==> src/hw/rtl/vmc_pkg.sv <==
// ----------------------------------------------------------------------------
// vmc_pkg
// Shared widths, codes and request/result types of the vertex movement clamp.
// ----------------------------------------------------------------------------
package vmc_pkg;

  localparam int POS_W = 24;
  localparam int DLT_W = 25;
  localparam int STEP_W = 23;
  localparam int CLS_W = 2;
  localparam int VTX_W = 16;

  localparam logic CMD_SET = 1'b0;
  localparam logic CMD_CLAMP = 1'b1;

  localparam logic [CLS_W-1:0] CLS_FREE = 2'd0;
  localparam logic [CLS_W-1:0] CLS_CONSTRAINED = 2'd1;
  localparam logic [CLS_W-1:0] CLS_LOCKED = 2'd2;

  localparam logic [STEP_W-1:0] MAX_STEP_RST = 23'd256;

  localparam logic signed [POS_W:0] POS_MAX = 25'sd8388607;
  localparam logic signed [POS_W:0] POS_MIN = -25'sd8388608;

  typedef logic signed [POS_W-1:0] pos_t;

  typedef struct packed {
    pos_t old_x;
    pos_t old_y;
    pos_t old_z;
    pos_t new_x;
    pos_t new_y;
    pos_t new_z;
  } job_t;

  typedef struct packed {
    pos_t x;
    pos_t y;
    pos_t z;
    logic allowed;
  } result_t;

endpackage

==> src/hw/rtl/vmc_clamp_engine.sv <==
// ----------------------------------------------------------------------------
// vmc_clamp_engine
// Sequential datapath for one clamp request: squares, bitwise square root,
// per-axis scaling by a restoring divider and saturated add-back.
// ----------------------------------------------------------------------------
module vmc_clamp_engine import vmc_pkg::*; (
  input  logic              clk,
  input  logic              rst_n,
  input  logic              start,
  input  job_t              job,
  input  logic [CLS_W-1:0]  cls,
  input  logic [STEP_W-1:0] max_step,
  output logic              res_valid,
  input  logic              res_ready,
  output result_t           res
);

  localparam logic [2:0] S_IDLE = 3'd0;
  localparam logic [2:0] S_SQ   = 3'd1;
  localparam logic [2:0] S_SQRT = 3'd2;
  localparam logic [2:0] S_CMP  = 3'd3;
  localparam logic [2:0] S_MUL  = 3'd4;
  localparam logic [2:0] S_DIV  = 3'd5;
  localparam logic [2:0] S_ADD  = 3'd6;
  localparam logic [2:0] S_DONE = 3'd7;

  localparam logic [4:0] SQRT_LAST = 5'd24;
  localparam logic [4:0] DIV_LAST = 5'd23;

  logic [2:0]       st_r;
  logic [2:0]       st_nxt;
  logic [4:0]       cnt_r;
  logic [1:0]       axis_r;
  logic [DLT_W-1:0] dmag_r [3];
  logic [2:0]       dneg_r;
  pos_t             old_r [3];
  pos_t             new_r [3];
  pos_t             res_r [3];
  logic             allowed_r;
  logic [48:0]      prod_r;
  logic [49:0]      sum_r;
  logic [49:0]      n_r;
  logic [27:0]      rem_r;
  logic [24:0]      root_r;
  logic [23:0]      q_r;

  logic signed [DLT_W-1:0] d_in [3];
  logic [DLT_W-1:0]        dmag_in [3];
  logic [DLT_W-1:0]        dmag_sel;
  logic [49:0]             sq_full;
  logic [47:0]             scl_full;
  logic [27:0]             rem_sh;
  logic [27:0]             trial;
  logic                    sq_ge;
  logic [25:0]             drem_sh;
  logic                    dv_ge;
  logic signed [DLT_W-1:0] q_signed;
  logic signed [POS_W+1:0] add_sum;
  pos_t                    add_sat;
  logic                    clamp_hit;

  assign d_in[0] = {job.new_x[POS_W-1], job.new_x} - {job.old_x[POS_W-1], job.old_x};
  assign d_in[1] = {job.new_y[POS_W-1], job.new_y} - {job.old_y[POS_W-1], job.old_y};
  assign d_in[2] = {job.new_z[POS_W-1], job.new_z} - {job.old_z[POS_W-1], job.old_z};

  always_comb begin
    for (int i = 0; i < 3; i++) begin
      dmag_in[i] = d_in[i][DLT_W-1] ? DLT_W'(-d_in[i]) : DLT_W'(d_in[i]);
    end
  end

  assign dmag_sel = dmag_r[axis_r];
  assign sq_full = dmag_sel * dmag_sel;
  assign scl_full = 48'(dmag_sel * max_step);

  assign rem_sh = {rem_r[25:0], n_r[49:48]};
  assign trial = {1'b0, root_r, 2'b01};
  assign sq_ge = rem_sh >= trial;

  assign drem_sh = {rem_r[24:0], n_r[49]};
  assign dv_ge = drem_sh >= {1'b0, root_r};

  assign q_signed = dneg_r[axis_r] ? -$signed({1'b0, q_r}) : $signed({1'b0, q_r});
  assign add_sum = {{2{old_r[axis_r][POS_W-1]}}, old_r[axis_r]}
                 + {q_signed[DLT_W-1], q_signed};

  always_comb begin
    if (add_sum > $signed({POS_MAX[POS_W], POS_MAX})) begin
      add_sat = POS_MAX[POS_W-1:0];
    end else if (add_sum < $signed({POS_MIN[POS_W], POS_MIN})) begin
      add_sat = POS_MIN[POS_W-1:0];
    end else begin
      add_sat = add_sum[POS_W-1:0];
    end
  end

  assign clamp_hit = root_r > {2'b00, max_step};

  always_comb begin
    st_nxt = st_r;
    case (st_r)
      S_IDLE: begin
        if (start) begin
          st_nxt = (cls == CLS_CONSTRAINED) ? S_SQ : S_DONE;
        end
      end
      S_SQ: begin
        if (axis_r == 2'd3) begin
          st_nxt = S_SQRT;
        end
      end
      S_SQRT: begin
        if (cnt_r == SQRT_LAST) begin
          st_nxt = S_CMP;
        end
      end
      S_CMP: begin
        st_nxt = clamp_hit ? S_MUL : S_DONE;
      end
      S_MUL: begin
        st_nxt = S_DIV;
      end
      S_DIV: begin
        if (cnt_r == DIV_LAST) begin
          st_nxt = S_ADD;
        end
      end
      S_ADD: begin
        st_nxt = (axis_r == 2'd2) ? S_DONE : S_MUL;
      end
      S_DONE: begin
        if (res_ready) begin
          st_nxt = S_IDLE;
        end
      end
      default: begin
        st_nxt = S_IDLE;
      end
    endcase
  end

  always_ff @(posedge clk) begin
    if (!rst_n) begin
      st_r <= S_IDLE;
    end else begin
      st_r <= st_nxt;
    end
  end

  always_ff @(posedge clk) begin
    case (st_r)
      S_IDLE: begin
        if (start) begin
          for (int i = 0; i < 3; i++) begin
            dmag_r[i] <= dmag_in[i];
            dneg_r[i] <= d_in[i][DLT_W-1];
          end
          old_r[0] <= job.old_x;
          old_r[1] <= job.old_y;
          old_r[2] <= job.old_z;
          new_r[0] <= job.new_x;
          new_r[1] <= job.new_y;
          new_r[2] <= job.new_z;
          axis_r <= 2'd0;
          sum_r <= '0;
          if (cls == CLS_LOCKED) begin
            res_r[0] <= job.old_x;
            res_r[1] <= job.old_y;
            res_r[2] <= job.old_z;
            allowed_r <= 1'b0;
          end else begin
            res_r[0] <= job.new_x;
            res_r[1] <= job.new_y;
            res_r[2] <= job.new_z;
            allowed_r <= 1'b1;
          end
        end
      end
      S_SQ: begin
        if (axis_r != 2'd3) begin
          prod_r <= sq_full[48:0];
        end
        if (axis_r != 2'd0) begin
          sum_r <= sum_r + 50'(prod_r);
        end
        n_r <= sum_r + 50'(prod_r);
        rem_r <= '0;
        root_r <= '0;
        cnt_r <= '0;
        axis_r <= axis_r + 1'b1;
      end
      S_SQRT: begin
        rem_r <= sq_ge ? rem_sh - trial : rem_sh;
        root_r <= {root_r[23:0], sq_ge};
        n_r <= {n_r[47:0], 2'b00};
        cnt_r <= cnt_r + 1'b1;
      end
      S_CMP: begin
        axis_r <= 2'd0;
        if (clamp_hit) begin
          allowed_r <= 1'b0;
        end else begin
          res_r[0] <= new_r[0];
          res_r[1] <= new_r[1];
          res_r[2] <= new_r[2];
          allowed_r <= 1'b1;
        end
      end
      S_MUL: begin
        rem_r <= {4'b0000, scl_full[47:24]};
        n_r <= {scl_full[23:0], 26'd0};
        q_r <= '0;
        cnt_r <= '0;
      end
      S_DIV: begin
        rem_r <= dv_ge ? 28'(drem_sh - {1'b0, root_r}) : 28'(drem_sh);
        q_r <= {q_r[22:0], dv_ge};
        n_r <= {n_r[48:0], 1'b0};
        cnt_r <= cnt_r + 1'b1;
      end
      S_ADD: begin
        res_r[axis_r] <= add_sat;
        axis_r <= axis_r + 1'b1;
      end
      default: begin
      end
    endcase
  end

  assign res_valid = (st_r == S_DONE);
  assign res.x = res_r[0];
  assign res.y = res_r[1];
  assign res.z = res_r[2];
  assign res.allowed = allowed_r;

endmodule

==> config.mk <==
export PLATFORM = sky130hd
export DESIGN_NAME = vmc_clamp_engine
export DESIGN_NICKNAME = d
export VERILOG_FILES = /design/src/hw/rtl/vmc_pkg.sv /design/src/hw/rtl/vmc_clamp_engine.sv
export SDC_FILE = /design/constraint.sdc
export NUM_CORES = 2
export LEC_CHECK = 0
export BUFFER_PORTS_ARGS = -buffer_cell sky130_fd_sc_hd__buf_2
export CAP_MARGIN = 20
export CORE_ASPECT_RATIO = 2
export CORE_UTILIZATION = 50
export DETAILED_ROUTE_END_ITERATION = 8
export GPL_ROUTABILITY_DRIVEN = 0
export MAX_ROUTING_LAYER = met4
export PLACE_DENSITY = 0.66
export SETUP_SLACK_MARGIN = 0.02
export SYNTH_ARGS = -nofsm -noshare
export SYNTH_HDL_FRONTEND = slang
export SYNTH_SLANG_ARGS = --single-unit
==> constraint.sdc <==
create_clock -name clk -period 27.4 [get_ports clk]
set_input_delay 0 -clock clk [delete_from_list [all_inputs] [get_ports clk]]
set_output_delay 0 -clock clk [all_outputs]
set_load 0.005 [all_outputs]
==> out/qor_table.md <==
| Result | Value |
|---|---|
| Setup crit end kind | flop |
| Cell count of the worst hold path | 4 |
| Commonest cells in the synthesized netlist | 1311 x sky130_fd_sc_hd__inv_1, 951 x sky130_fd_sc_hd__fa_1, 736 x sky130_fd_sc_hd__nand2_1 |
| Top Usage Layer GRT | met2 |
| Layout Skew | 57.1 ps |
| Max-capacitance violation count | 0 |
| TritonCTS clock tree | built |
| Max stage delay cell, worst path | sky130_fd_sc_hd__a211oi_1 |
| Summed negative setup slack over all endpoints | 0 ps |
| End-of-flow core utilization | 0.552 |
| #FFs+latches synth | 530 |
| Vias per cell | 6.10 |
| Status | completed |
| Start-to-end type of the worst setup path | reg -> reg |
| Synth Net Count | 9162 |
| Unrepaired setup endpoints after global routing | false |
| First-pass GRT wire length | 391 mm |
| Sum of routed wire length over all layers | 266 mm |
| Post-cts repair resize count | 0 |
| Global routing met2 resource utilization | 0.634 |
| Input/output buffers | 246 |
| Critical path data arrival time | 10570 ps |
| Starting utilization of the core area | 0.504 |
| CP peak stage delay | 770 ps |
| Final Cycle Share | 0.369 |
| Max FO, Critical Path | 39 |
| Largest cells by area after synthesis | sky130_fd_sc_hd__fa_1 27%, sky130_fd_sc_hd__edfxtp_1 22%, sky130_fd_sc_hd__ha_1 10% |
| Post-route non-filler standard cell count | 9627 |
| Remaining antenna violation count after routing | 0 |
| Buffer and inverter count on the worst path | 9 |
| Count of pins on the block boundary | 247 |
| Detailed Place HPWL | 202 mm |
| Post-placement worst setup slack | 17430 ps |
| Setup WS post-layout | 17280 ps |
| Fin nets | 9392 |
| Overall die width | 268 um |
| Largest net degree at the start of global routing | 127 |
| Fraction of synthesized cell area taken by the top area cell type | 0.270 |
| Slack of the worst reg-to-reg path | 17280 ps |
| Synth Cell Area | 0.0705 sq mm |
| Post-CTS setup buffer count | 0 |
| Depth of the CTS H-tree | 2 |
| Total stage count of the critical path | 30 |
| Reg clk slew, reported paths | 80 ps |
| Final Hold Vio Count | 0 |
| Number of buffers created by CTS | 53 |
| Clock Path Buffers | 3 |
| Logic depth of the worst register-to-register path | 30 |
| Pins over their slew limit | 0 |
| Clk Latency, worst-skew pair | 740 ps |
| Slew headroom | 0.0646 |
| Total number of vias | 58800 |
| Count of TritonRoute iterations in the first routing pass | 9 |
| Post-route DRC | 0 |
| Met3 Resource Use GR | 0.120 |
| CTS Sinks | 530 |
| Number of antenna violations at the first check in global routing | 37 |
| Total number of yosys warnings | 0 |
| Standard-cell rows | 194 |
| Vertical die dimension | 533 um |
| Worst reg2reg endpoint | rem_r[23] |
| Clock tree root buffer cell | sky130_fd_sc_hd__clkbuf_16 |
| Count of endpoints failing setup in the final report | 0 |
| Max Clk Rate | 0.0988 GHz |
| Met1 track demand over resource | 0.342 |
| Post-Syn Instances | 7457 |
| Hold Startpoint | cls[1] |
| Proportion of register bits with asynchronous set or reset after synthesis | 0 |
| Sequential element share of the synthesized area | 0.225 |
| Predominant post-synthesis flop cell | sky130_fd_sc_hd__edfxtp_1 |
| Worst endpoint required time | 27850 ps |
| Cell Count Post-Placement | 9339 |
| Min-Delay Path Class | in -> reg |
| Crit path max-delay family | adder cells |
| Iteration-0 DRC Markers | 4424 |
| Worst-case hold path end point | allowed_r |
| Startpoint class of the critical path | flop |
| Total GRT Usage | 0.392 |
| Layout cells sized above 1 | 0.0752 |
| Vias in the first global route | 62900 |
| Overflow left after global routing | 0 |
| CORE AREA | 0.140 sq mm |
| Post-DR wirelength/cell | 27.6 um |
| Synth-to-layout area growth | 9.49% |
| Synth unique cells | 93 |
| Post-synth top area cell | sky130_fd_sc_hd__fa_1 |
| Number of filler instances in the final layout | 12500 |
| Shortest period the worst path allows | 10120 ps |
| Crit path top cell by count | sky130_fd_sc_hd__fa_1 |
| Number of enable flip-flop cells after synthesis | 525 |
| Floorplan die area | 0.143 sq mm |
| Average cell area after synthesis | 9.46 sq um |
| Hold buffer count at CTS | 149 |
| Worst-Margin Slew | 1400 ps |
| Most numerous cell in the Yosys netlist | sky130_fd_sc_hd__inv_1 |
-- routing by layer --
metal  routed length, um  part of all wire
met1               75700              0.29
met2              127000              0.48
met3               24000             0.091
met4               38500              0.14
met5                   0                 0
-- metrics by stage --
stage,hold WS [ps],area (sq um)
2_1_floorplan,98.9,70500
3_3_place_gp,195,73800
3_5_place_dp,198,73800
4_1_cts,23.7,77000
5_1_grt,45.3,77200
6_report,23.2,77200
-- logic make-up after synthesis --
family,count (synthesis),synth area share
adder cells (fa/ha/maj),1532,0.373
multiplexers,232,0.0343
XOR/XNOR,351,0.0436
AO/OA/AOI/OAI,1268,0.119
buffers and inverters,1642,0.0875
AND/OR/NAND/NOR,1902,0.117
flip-flops,530,0.225
-- how the worst max path moves through the flow --
stage | startpoint | end | slack (ps)
finish | flop | rem_r[23] | 17280
global route | flop | prod_r[41] | 17050
CTS | flop | prod_r[44] | 17420
detailed placement | flop | prod_r[44] | 17430
global placement | flop | prod_r[44] | 17520
floorplan | st_r[2] | sum_r[0] | 18410
-- final cells by class --
class | instances | area, sq um | area share
Multi-Input combinational cell | 5285 | 48600 | 0.630
Clock buffer | 60 | 1350 | 0.0175
Inverter | 1320 | 4950 | 0.0642
Antenna cell | 39 | 97.6 | 0.00126
Sequential cell | 530 | 15900 | 0.206
Clock inverter | 34 | 414 | 0.00536
Timing Repair Buffer | 497 | 3530 | 0.0457
Tap cell | 1862 | 2330 | 0.0302
-- registers in the layout, summed over array words and instances (netlist names), named ones only --
signal	count
prod_r	48
dneg_r	3
old_r	72
allowed_r	1
sum_r	50
res_r	72
axis_r	2
dmag_r	75
rem_r	26
n_r	50
cnt_r	5
new_r	72
st_r	3
q_r	24
root_r	25
-- tightest hold or removal path: cells and delay by family --
kind	cells	cell delay (ps)
buf+inv	1	90
simple gates	2	460
compound gates	1	40
-- placed cells by master (no fill, tap or decap), types with 63 or more instances in the layout --
cell type,netlist,routed
sky130_fd_sc_hd__inv_1,1311,1311
sky130_fd_sc_hd__xor2_1,119,119
sky130_fd_sc_hd__o221ai_1,87,87
sky130_fd_sc_hd__edfxtp_1,525,525
sky130_fd_sc_hd__nor3_1,69,69
sky130_fd_sc_hd__o21ai_0,261,257
sky130_fd_sc_hd__nand3_1,69,69
sky130_fd_sc_hd__mux2i_1,156,156
sky130_fd_sc_hd__buf_4,1,98
sky130_fd_sc_hd__o21a_1,65,63
sky130_fd_sc_hd__xnor2_1,232,232
sky130_fd_sc_hd__nor2_1,712,709
sky130_fd_sc_hd__a21oi_1,282,281
sky130_fd_sc_hd__dlygate4sd3_1,0,149
sky130_fd_sc_hd__a21o_1,177,177
sky130_fd_sc_hd__mux2_2,76,76
sky130_fd_sc_hd__nand2_1,736,733
sky130_fd_sc_hd__fa_1,951,951
sky130_fd_sc_hd__ha_1,581,581
sky130_fd_sc_hd__buf_2,4,246
Power is left out: the tool's default activity adds up to more than one toggle a clock period on the data nets, which glitch-free logic cannot reach.
